File: config.mk
export PLATFORM = sky130hd
export DESIGN_NAME = aca_cell
export DESIGN_NICKNAME = d
export VERILOG_FILES = /design/src/rtl/aca_pkg.sv /design/src/rtl/aca_cell.sv
export SDC_FILE = /design/constraint.sdc
export NUM_CORES = 1
export LEC_CHECK = 0
export ABC_AREA = 1
export ABC_CLOCK_PERIOD_IN_PS = 2170
export BUFFER_PORTS_ARGS = -buffer_cell sky130_fd_sc_hd__buf_2
export CAP_MARGIN = 5
export CELL_PAD_IN_SITES_DETAIL_PLACEMENT = 2
export CELL_PAD_IN_SITES_GLOBAL_PLACEMENT = 2
export CORE_MARGIN = 1
export CORE_UTILIZATION = 22
export DETAILED_ROUTE_END_ITERATION = 10
export GPL_TIMING_DRIVEN = 0
export PLACE_DENSITY = 0.89
export SYNTH_ARGS = -nofsm -noshare
export SYNTH_HDL_FRONTEND = slang
export SYNTH_SLANG_ARGS = --single-unit
File: constraint.sdc
create_clock -name i_clk -period 2.17 [get_ports i_clk]
set_clock_uncertainty 0.05 [all_clocks]
set_input_delay 0.217 -clock i_clk [delete_from_list [all_inputs] [get_ports i_clk]]
set_output_delay 0.217 -clock i_clk [all_outputs]
set_load 0.05 [all_outputs]
File: src/rtl/aca_pkg.sv
// Shared types and constants for the ASID contention allocator.
// No dependencies; imported by every module of the block.
`timescale 1ns / 1ps

package aca_pkg;

    // Widths of the fixed item fields
    localparam int ASID_W  = 8;
    localparam int COUNT_W = 4;
    localparam int STAT_W  = 2;

    // Widest identifier the cell row can hold (up to 4096 identifiers)
    localparam int ID_MAX_W = 12;

    // Operation codes
    localparam logic OP_OBTAIN = 1'b0;
    localparam logic OP_RETURN = 1'b1;

    // Status codes
    localparam logic [STAT_W-1:0] ST_OK          = 2'd0;
    localparam logic [STAT_W-1:0] ST_EXHAUSTED   = 2'd1;
    localparam logic [STAT_W-1:0] ST_UNALLOCATED = 2'd2;

    // Configuration port
    localparam int PADDR_W = 3;
    localparam int PDATA_W = 32;
    localparam logic REG_SEL_LIMIT = 1'b0;        // paddr[2] of the limit register
    localparam logic [COUNT_W-1:0] LIMIT_RESET = 4'd10;

    // Scan token handed from cell to cell
    typedef struct packed {
        logic                found;
        logic [COUNT_W-1:0]  best_cnt;
        logic [ID_MAX_W-1:0] best_idx;
        logic [COUNT_W-1:0]  ret_cnt;
    } t_token;

    // Count update broadcast to the row
    typedef struct packed {
        logic                en;
        logic                inc;
        logic [ID_MAX_W-1:0] idx;
    } t_update;

endpackage

File: src/rtl/aca_cell.sv
// One cell of the allocator row: holds the share count of one identifier
// and refines the scan token passing through. Depends on aca_pkg.
`timescale 1ns / 1ps

module aca_cell (
    input  logic                         i_clk,
    input  logic                         i_rst_n,
    input  logic [aca_pkg::ID_MAX_W-1:0] i_my_idx,
    input  logic [aca_pkg::COUNT_W-1:0]  i_limit,
    input  logic [aca_pkg::ID_MAX_W-1:0] i_ret_idx,
    input  aca_pkg::t_token              i_tok,
    input  aca_pkg::t_update             i_upd,
    output aca_pkg::t_token              o_tok
);
    import aca_pkg::*;

    logic [COUNT_W-1:0] r_cnt;
    logic [COUNT_W-1:0] n_cnt;
    t_token             r_tok;
    t_token             n_tok;
    logic               eligible;

    // Least-shared search: strict less-than keeps the lowest index on ties
    always_comb begin
        eligible = (r_cnt < i_limit) && (!i_tok.found || (r_cnt < i_tok.best_cnt));
        n_tok = i_tok;
        if (eligible) begin
            n_tok.found    = 1'b1;
            n_tok.best_cnt = r_cnt;
            n_tok.best_idx = i_my_idx;
        end
        if (i_my_idx == i_ret_idx) begin
            n_tok.ret_cnt = r_cnt;
        end
    end

    // Count update when this cell is addressed
    always_comb begin
        n_cnt = r_cnt;
        if (i_upd.en && (i_upd.idx == i_my_idx)) begin
            n_cnt = i_upd.inc ? (r_cnt + COUNT_W'(1)) : (r_cnt - COUNT_W'(1));
        end
    end

    always_ff @(posedge i_clk) begin
        if (!i_rst_n) begin
            r_cnt <= '0;
        end else begin
            r_cnt <= n_cnt;
        end
    end

    // Token register, no reset needed
    always_ff @(posedge i_clk) begin
        r_tok <= n_tok;
    end

    assign o_tok = r_tok;

endmodule

==> flow_summary.toml, run 1 <==
[logic_synthesis]
syn_inst = 243
synth_xor_area_frac = 0.05499
ys_ff_latch = 25
synth.cell_area_um2 = 1593
syn_area_per_cell_um2 = 6.555
synth_mux_area_frac = 0
yosys.area_share.simple = 0.3433
ys_seq_area_frac = 0.3142
synth_cell_types = 24
synth_top_family_by_area = "simple AND/OR/NAND/NOR gates"
synth_compound_area_frac = 0.1029
synthAdderAreaFrac = 0.07541
syn_nets = 317
yosys_warnings = 0

[cts]
cts-buffers-inserted = 3
clock_sinks = 25
cts_root_buffer = "clkbuf_8"
cts_resized = 0
post_cts_buffers = 0
clockBufferDepth = 2
ctsHoldBuffers = 0
htreeDepth = 1
cts_tree = "done"
worstSkewPairLatency_ns = 0.27
path_clk_slew_ns = 0.10

[floorplan]
rows = 30
num_io_pins = 86
fp.dieH_um = 87.09
start_util = 0.2306
die-area_um2 = 7584
fp.dieW_um = 87.09
core_area_um2 = 6907

[place]
gp_congestion = 0.7778
port-buffer-count = 85
dp_hpwl_mm = 5.099

[pwr]
power_mw = 1.104
p_per_area_nw_per_um2 = 505.9
p_leak_nw = 1.256
ir_drop_uv = 131.7

[grt]
overflow = 0
grt.total_usage = 0.1601
antenna_found_initial = 0
grt_pass1_wl_mm = 9.342
grt_max_degree = 14
grt_pass1_vias = 2046

[drt]
vias = 1848
drt_iter0_drc = 30
firstDrtPassIters = 4
drt_wl_total_mm = 5.750
wl_per_cell_um = 13.43
post-route-drc-count = 0
antenna_left = 0
vias_per_cell = 4.318

[critical_path]
critPathMaxStageDelay_ns = 0.51
crit_path_end_kind = "flop"
crit_slowest_cell = "dfxtp_1"
worst-path-buf-inv = 2
path_delay_family = "flip-flops"
cp.arrival_ns = 1.98
crit_type = "flop to flop"
cp-start-kind = "flop"
required_ns = 2.29
critPathMaxFanout = 10
cp_cell_sequence = "ha_1 > o21ai_1 > nand2_1 > a31oi_4 > nand2_2 > buf_6 > buf_6 > nand2_1 > o21ai_1"

[run_status]
status = "finished, final reports clean"

[timing]
fmaxAchievable_ghz = 0.5373
setup_viol = 0
slew_headroom = 0.6574
drv_slew = 0
fin_crit_ns = 1.861
hold_violations = 0
fin_crit_sh = 0.8577
worstMarginPinSlew_ns = 0.5100
rsz0062_at_grt = "false"
finalSetupTns_ns = 0

[final_layout]
layout.nets = 407
regArea_um2 = 500.5
multi_input_area_um2 = 918.4
syn2layout_area_growth_pct = 37.08
diodes = 0
fill_cells = 901
drive_gt1_frac = 0.3072

[job]
max_cap_violations = 0

[worst_hold_path]
min_path_type = "input port to flop"
report_power, final:
part / switching (mW) / internal, mW
Sequential: 0.00553 / 0.483
Combinational: 0.215 / 0.112
Clock: 0.157 / 0.131
sequential cells by signal, indices dropped and copies added, names as in the netlist:
name / count
o_tok: 21
r_cnt: 4
layer usage:
metal,GRT usage,vias to the layer above,share of wire,routed length (um)
met1,0.1768,876,0.42,2428
met4,0.04091,0,0.0082,47
met3,0.02464,2,0.043,248
met2,0.3142,44,0.53,3026
met5,0,-,0,0
li1,-,926,-,-
per-stage QoR:
step | setup slack, ns | std cells | hold slack, ns | instance area [um2] | util
final | 0.3087 | 428 | 0.08979 | 2183 | 0.3161
after global placement | 0.3470 | 424 | 0.3655 | 2138 | 0.3096
after global routing | 0.1641 | 428 | 0.09842 | 2183 | 0.3161
after detailed placement | 0.2757 | 424 | 0.3764 | 2138 | 0.3096
after floorplan | 0.5678 | 243 | 0.2701 | 1593 | -
after CTS | 0.2693 | 428 | 0.09160 | 2183 | 0.3161
worst paths after layout:
check,start,to,slack (ns),depth (start not counted)
hold reg to reg,r_cnt[3],o_tok[3],0.50,2
setup reg to reg,r_cnt[1],o_tok[14],0.31,9
hold / removal,i_tok[4],o_tok[4],0.09,3
setup / recovery,r_cnt[1],o_tok[14],0.31,9
layout make-up:
cell class | instances | share of cell area
Buffer | 3 | 0.01261
Clock buffer | 4 | 0.02063
Inverter | 39 | 0.06705
Multi-Input combinational cell | 176 | 0.4206
Sequential cell | 25 | 0.2292
Tap cell | 96 | 0.05501
Timing Repair Buffer | 85 | 0.1948
cells by family after synthesis:
group | after synthesis
buffers and inverters | 42
adder cells (fa/ha/maj) | 9
AND/OR/NAND/NOR | 133
XOR/XNOR | 10
AO/OA/AOI/OAI | 24
flip-flops | 25
cell usage after synthesis:
library cell | n | area [um2]
a21boi_0 | 1 | 7.510
a21o_1 | 1 | 7.510
a21oi_1 | 3 | 15.01
a31oi_4 | 1 | 21.27
and2_1 | 2 | 12.51
buf_2 | 1 | 5.000
buf_6 | 2 | 22.52
dfxtp_1 | 25 | 500.5
fa_1 | 1 | 20.02
ha_1 | 8 | 100.1
inv_1 | 39 | 146.4
nand2_1 | 80 | 300.3
nand2_2 | 2 | 12.51
nand3_1 | 16 | 80.08
nand4_1 | 2 | 12.51
nor2_1 | 24 | 90.09
nor3_1 | 4 | 20.02
o21ai_0 | 6 | 30.03
o21ai_1 | 6 | 30.03
o21ai_2 | 6 | 52.55
or2_0 | 1 | 6.260
or2_2 | 2 | 12.51
xnor2_1 | 4 | 35.03
xor2_1 | 6 | 52.55
worst min-delay path, cell delays in order:
cell	delay, ns
buf_2	0.07
nand2_1	0.05
o21ai_2	0.04
layout by cell type (no fill, tap or decap):
master,count
a21oi_1,3
nand3_1,16
xor2_1,6
clkbuf_1,1
or2_0,1
xnor2_1,4
o21ai_1,6
nand2_1,80
nand2_2,2
ha_1,8
clkbuf_8,3
and2_1,2
buf_6,2
o21ai_0,6
nor2_1,24
nor3_1,4
inv_1,39
a31oi_4,1
fa_1,1
nand4_1,2
a21boi_0,1
buf_2,86
or2_2,2
dfxtp_1,25
o21ai_2,6
a21o_1,1
(Power assumes the default switching activity.)
==> inputs of run 2 (changes only) <==
--- a/config.mk
+++ b/config.mk
@@ -6,16 +6,16 @@
 export NUM_CORES = 1
 export LEC_CHECK = 0
 export ABC_AREA = 1
-export ABC_CLOCK_PERIOD_IN_PS = 2170
+export ABC_CLOCK_PERIOD_IN_PS = 1550
 export BUFFER_PORTS_ARGS = -buffer_cell sky130_fd_sc_hd__buf_2
 export CAP_MARGIN = 5
 export CELL_PAD_IN_SITES_DETAIL_PLACEMENT = 2
 export CELL_PAD_IN_SITES_GLOBAL_PLACEMENT = 2
 export CORE_MARGIN = 1
-export CORE_UTILIZATION = 22
+export CORE_UTILIZATION = 20
 export DETAILED_ROUTE_END_ITERATION = 10
 export GPL_TIMING_DRIVEN = 0
-export PLACE_DENSITY = 0.89
+export PLACE_DENSITY = 0.86
 export SYNTH_ARGS = -nofsm -noshare
 export SYNTH_HDL_FRONTEND = slang
 export SYNTH_SLANG_ARGS = --single-unit
==> constraint.sdc (replaced) <==
create_clock -name i_clk -period 1.55 [get_ports i_clk]
set_clock_uncertainty 0.05 [all_clocks]
set_input_delay 0.155 -clock i_clk [delete_from_list [all_inputs] [get_ports i_clk]]
set_output_delay 0.155 -clock i_clk [all_outputs]
set_load 0.05 [all_outputs]
==> run 2 against run 1 <==
Effect of this change:
- largest cell class unchanged
- sequential cell count unchanged
- total power increased by 43%
- critical path type unchanged
- utilization increased by 0.41 points
- via count increased by 1.6%
- the run now ends with negative setup slack left
==> flow_summary.toml, run 2 (synthesized netlist as in run 1, its figures left out) <==
[run_status]
status = "finished, violations left"
violations = "negative setup slack"

[final_layout]
syn2layout_area_growth_pct = 55.38
multi_input_area_um2 = 1081
diodes = 0
final_common_cell = "buf_2"
fill_cells = 933
layout.nets = 416
final_cell_mix = "85 x buf_2, 69 x nand2_1, 39 x inv_1"
regArea_um2 = 513.0
largest_reg_flops = 21
drive_gt1_frac = 0.4106

[critical_path]
cp.arrival_ns = 1.71
reg2reg_from = "r_cnt[3]"
crit_type = "flop to flop"
critPathMaxStageDelay_ns = 0.37
critPathMaxFanout = 4
cp_cell_sequence = "ha_4 > a21o_1 > a31oi_4 > nand2_2 > buf_4 > buf_6 > nand2_1 > o21ai_0"
required_ns = 1.66
rr_worst_depth = 8
rr_endpoint = "o_tok[10]"
cp-start-kind = "flop"
crit_path_end_kind = "flop"
crit_slowest_cell = "dfxtp_4"
reg2reg_slack_ns = -0.05

[worst_hold_path]
min_to = "o_tok[4]"
hp-start = "i_tok[4]"
min_path_type = "input port to flop"
holdPathStages = 3

[pwr]
ir_drop_uv = 238.8
p_per_area_nw_per_um2 = 639.4
p_leak_nw = 1.342

[drt]
post-route-drc-count = 0
wl_per_cell_um = 14.22
firstDrtPassIters = 4
vias = 1877
drt_wl_total_mm = 6.300
drt_iter0_drc = 11
vias_per_cell = 4.237
antenna_left = 0

[timing]
rsz0062_at_grt = "true"
postLayoutSetupSlackWorst_ns = -0.04711
worstMarginPinSlew_ns = 0.6014
hold_violations = 0
fin_crit_ns = 1.597
drv_slew = 0
slew_headroom = 0.5960
finalHoldWorstSlack_ns = 0.02740
fin_crit_sh = 1.030
setup_viol = 11
fmaxAchievable_ghz = 0.6261

[floorplan]
start_util = 0.2061
fp.dieW_um = 91.24
die-area_um2 = 8325
num_io_pins = 86
rows = 32
core_area_um2 = 7727
fp.dieH_um = 91.24

[job]
max_cap_violations = 0

[cts]
worstSkewPairLatency_ns = 0.27
cts-buffers-inserted = 3
path_clk_slew_ns = 0.09
ctsHoldBuffers = 0
cts_root_buffer = "clkbuf_8"
cts_tree = "done"
clock_sinks = 25
clockBufferDepth = 2
htreeDepth = 1

[grt]
antenna_found_initial = 0
grt_max_degree = 14
grt_pass1_vias = 2152
grt.total_usage = 0.1574
overflow = 0
grt_pass1_wl_mm = 10.34

[place]
port-buffer-count = 85
dp_slack_ns = -0.1880
dp_hpwl_mm = 5.126
gp_congestion = 0.8725
## run 2: through the flow
step / setup TNS (ns) / area (um2) / utilization / cells / total power, mW
2_1_floorplan: 0 / 1608 / - / 243 / 0.9791
6_report: -0.2946 / 2475 / 0.3203 / 443 / 1.582
4_1_cts: -0.1334 / 2376 / 0.3075 / 443 / 1.574
3_3_place_gp: -1.525 / 2161 / 0.2796 / 430 / 1.145
3_5_place_dp: -2.328 / 2161 / 0.2796 / 430 / 1.163
5_1_grt: -1.275 / 2475 / 0.3203 / 443 / 1.680
## run 2: worst max-delay path, delay by kind of cell, from the launching register on
family	cells	cell delay, ns
AND/OR/NAND/NOR	2	0.15
AO/OA/AOI/OAI	3	0.43
flip-flops	1	0.37
adder cells (fa/ha/maj)	1	0.23
buffers and inverters	2	0.28
## run 2: power breakdown
| part | internal [mW] | switching [mW] |
|---|---|---|
| Sequential | 0.671 | 0.00844 |
| Clock | 0.184 | 0.210 |
| Combinational | 0.184 | 0.325 |
## run 2: metal layers
layer	up-vias	track usage	share of wire
met5	-	0	0
met4	0	0.05159	0.022
met3	8	0.009213	0.024
met2	46	0.3005	0.52
met1	878	0.1852	0.44
li1	945	-	-
## run 2: repair_timing
item | 4_1_cts | 5_1_grt
gates cloned | 2 | 0
pin swaps | 7 | 9
resized for setup | 23 | 20
setup endpoints to repair | 17 | 17
setup buffers | 7 | 0
## run 2: how the worst max path moves through the flow
stage          startpoint        end
2_1_floorplan    r_cnt[1]  o_tok[15]
3_3_place_gp     r_cnt[1]  o_tok[15]
3_5_place_dp     r_cnt[1]  o_tok[12]
4_1_cts          r_cnt[3]  o_tok[10]
5_1_grt          r_cnt[3]  o_tok[10]
6_report         r_cnt[3]  o_tok[10]
## run 2: layout make-up
class,count,area share
inverters,39,0.05915
clock buffers,4,0.01820
well taps,102,0.05157
plain buffers,3,0.01365
repair buffers,94,0.2133
multi-input cells,176,0.4368
flip-flops and latches,25,0.2073
==> inputs of run 3 (changes only) <==
--- a/config.mk
+++ b/config.mk
@@ -16,6 +16,7 @@
 export DETAILED_ROUTE_END_ITERATION = 10
 export GPL_TIMING_DRIVEN = 0
 export PLACE_DENSITY = 0.86
+export RECOVER_POWER = 100
 export SYNTH_ARGS = -nofsm -noshare
 export SYNTH_HDL_FRONTEND = slang
 export SYNTH_SLANG_ARGS = --single-unit
==> run 3 against run 2 <==
Effect of this change:
- the run still ends with negative setup slack left
- total power shrank 0.61%
- first-iteration DRC count grew 18%
- maximum frequency is essentially flat
- non-clock buffer count is the same
- worst hold slack is essentially flat
- sequential cell count is the same
- critical path depth is the same
- critical endpoint unchanged
- clock power is essentially flat
- utilization shrank 0.36 points
- die area is the same
==> flow_summary.toml, run 3 (synthesized netlist as in run 1, its figures left out) <==
[grt]
grt_pass1_vias = 2152
grt.total_usage = 0.1574
grt_max_degree = 14
overflow = 0
grt_pass1_wl_mm = 10.34
antenna_found_initial = 0

[run_status]
violations = "negative setup slack"
status = "finished, violations left"

[timing]
hold_violations = 0
worstMarginPinSlew_ns = 0.6018
setup_viol = 12
fmaxAchievable_ghz = 0.6258
fin_crit_ns = 1.598
slew_headroom = 0.5957
fin_crit_sh = 1.031
rsz0062_at_grt = "true"
drv_slew = 0
postLayoutSetupSlackWorst_ns = -0.04804
finalSetupTns_ns = -0.2940

[critical_path]
rr_endpoint = "o_tok[10]"
cp-start-kind = "flop"
crit_slowest_cell = "dfxtp_4"
reg2reg_slack_ns = -0.05
cp.arrival_ns = 1.71
crit_path_end_kind = "flop"
worst-path-buf-inv = 2
crit_type = "flop to flop"
cp_num_cells = 8
path_delay_family = "compound AO/OA/AOI/OAI gates"
reg2reg_from = "r_cnt[3]"
critPathMaxFanout = 4
critPathMaxStageDelay_ns = 0.37
rr_worst_depth = 8
required_ns = 1.66
cp_cell_sequence = "ha_4 > a21o_1 > a31oi_4 > nand2_2 > buf_4 > buf_6 > nand2_1 > o21ai_0"

[worst_hold_path]
min_to = "o_tok[4]"
holdPathStages = 3
min_path_type = "input port to flop"
hp-start = "i_tok[4]"

[cts]
ctsHoldBuffers = 0
cts-buffers-inserted = 3
cts_root_buffer = "clkbuf_8"
cts_tree = "done"
htreeDepth = 1
path_clk_slew_ns = 0.09
clockBufferDepth = 2
clock_sinks = 25
worstSkewPairLatency_ns = 0.27

[place]
dp_hpwl_mm = 5.126
gp_congestion = 0.8725
port-buffer-count = 85

[pwr]
ir_drop_uv = 237.5
p_per_area_nw_per_um2 = 642.6
power_mw = 1.573
p_leak_nw = 1.276

[drt]
vias = 1877
drt_iter0_drc = 13
vias_per_cell = 4.237
wl_per_cell_um = 14.28
antenna_left = 0
drt_wl_total_mm = 6.327
firstDrtPassIters = 4
post-route-drc-count = 0

[floorplan]
rows = 32
die-area_um2 = 8325
num_io_pins = 86
fp.dieW_um = 91.24
start_util = 0.2061
core_area_um2 = 7727
fp.dieH_um = 91.24

[final_layout]
drive_gt1_frac = 0.3460
final_common_cell = "nand2_1"
syn2layout_area_growth_pct = 53.65
diodes = 0
final_cell_mix = "69 x nand2_1, 63 x buf_2, 39 x inv_1"
layout.nets = 416
largest_reg_flops = 21

[job]
max_cap_violations = 0
==> run 3: cell count changes in the layout (fill, tap and decap cells not counted) <==
cell	delta
buf_2	-22
clkbuf_1	+22
==> run 3: tightest hold or removal path: cells and delay by family <==
family | cells | cell delay, ns
AO/OA/AOI/OAI | 1 | 0.04
buffers and inverters | 1 | 0.08
AND/OR/NAND/NOR | 1 | 0.05
==> run 3: area by class of cell <==
cell class	count	area, um2
clock buffers	4	45.04
fillers	937	5280
well taps	102	127.6
inverters	39	146.4
multi-input cells	176	1081
repair buffers	94	500.5
flip-flops and latches	25	513.0
plain buffers	3	33.78
==> run 3: how the worst max path moves through the flow <==
stage,startpoint,end,slack [ns]
finish,r_cnt[3],o_tok[10],-0.05
CTS,r_cnt[3],o_tok[10],-0.02
global placement,r_cnt[1],o_tok[15],-0.15
global route,r_cnt[3],o_tok[10],-0.11
floorplan,r_cnt[1],o_tok[15],0.02
detailed placement,r_cnt[1],o_tok[12],-0.19
==> run 3: power breakdown <==
group	switching (mW)	total, mW	internal [mW]
clock	0.209	0.393	0.184
combinational	0.325	0.499	0.173
sequential	0.00975	0.681	0.671
total	0.544	1.57	1.03
==> run 3: repair_timing <==
action,CTS,global route
cloned,2,0
gates resized for setup,23,20
buffers inserted,7,0
endpoints found under the setup margin,17,17
pin swaps,7,9
==> run 3: stage by stage <==
| step | setup slack (ns) | util | cells | instance area, um2 | hold WS, ns |
|---|---|---|---|---|---|
| finish | -0.04804 | 0.3167 | 443 | 2447 | 0.02771 |
| global route | -0.1060 | 0.3167 | 443 | 2447 | 0.02848 |
| CTS | -0.01987 | 0.3075 | 443 | 2376 | 0.03236 |
| detailed placement | -0.1880 | 0.2796 | 430 | 2161 | 0.3098 |
| global placement | -0.1470 | 0.2796 | 430 | 2161 | 0.3071 |
| floorplan | 0.02356 | - | 243 | 1608 | 0.2081 |
==> run 3: routing by layer <==
layer / routed length, um / up-vias / global-route usage
met3: 158 / 8 / 0.009213
met4: 138 / 0 / 0.05159
met5: 0 / - / 0
met1: 2768 / 877 / 0.1852
li1: - / 946 / -
met2: 3262 / 46 / 0.3005
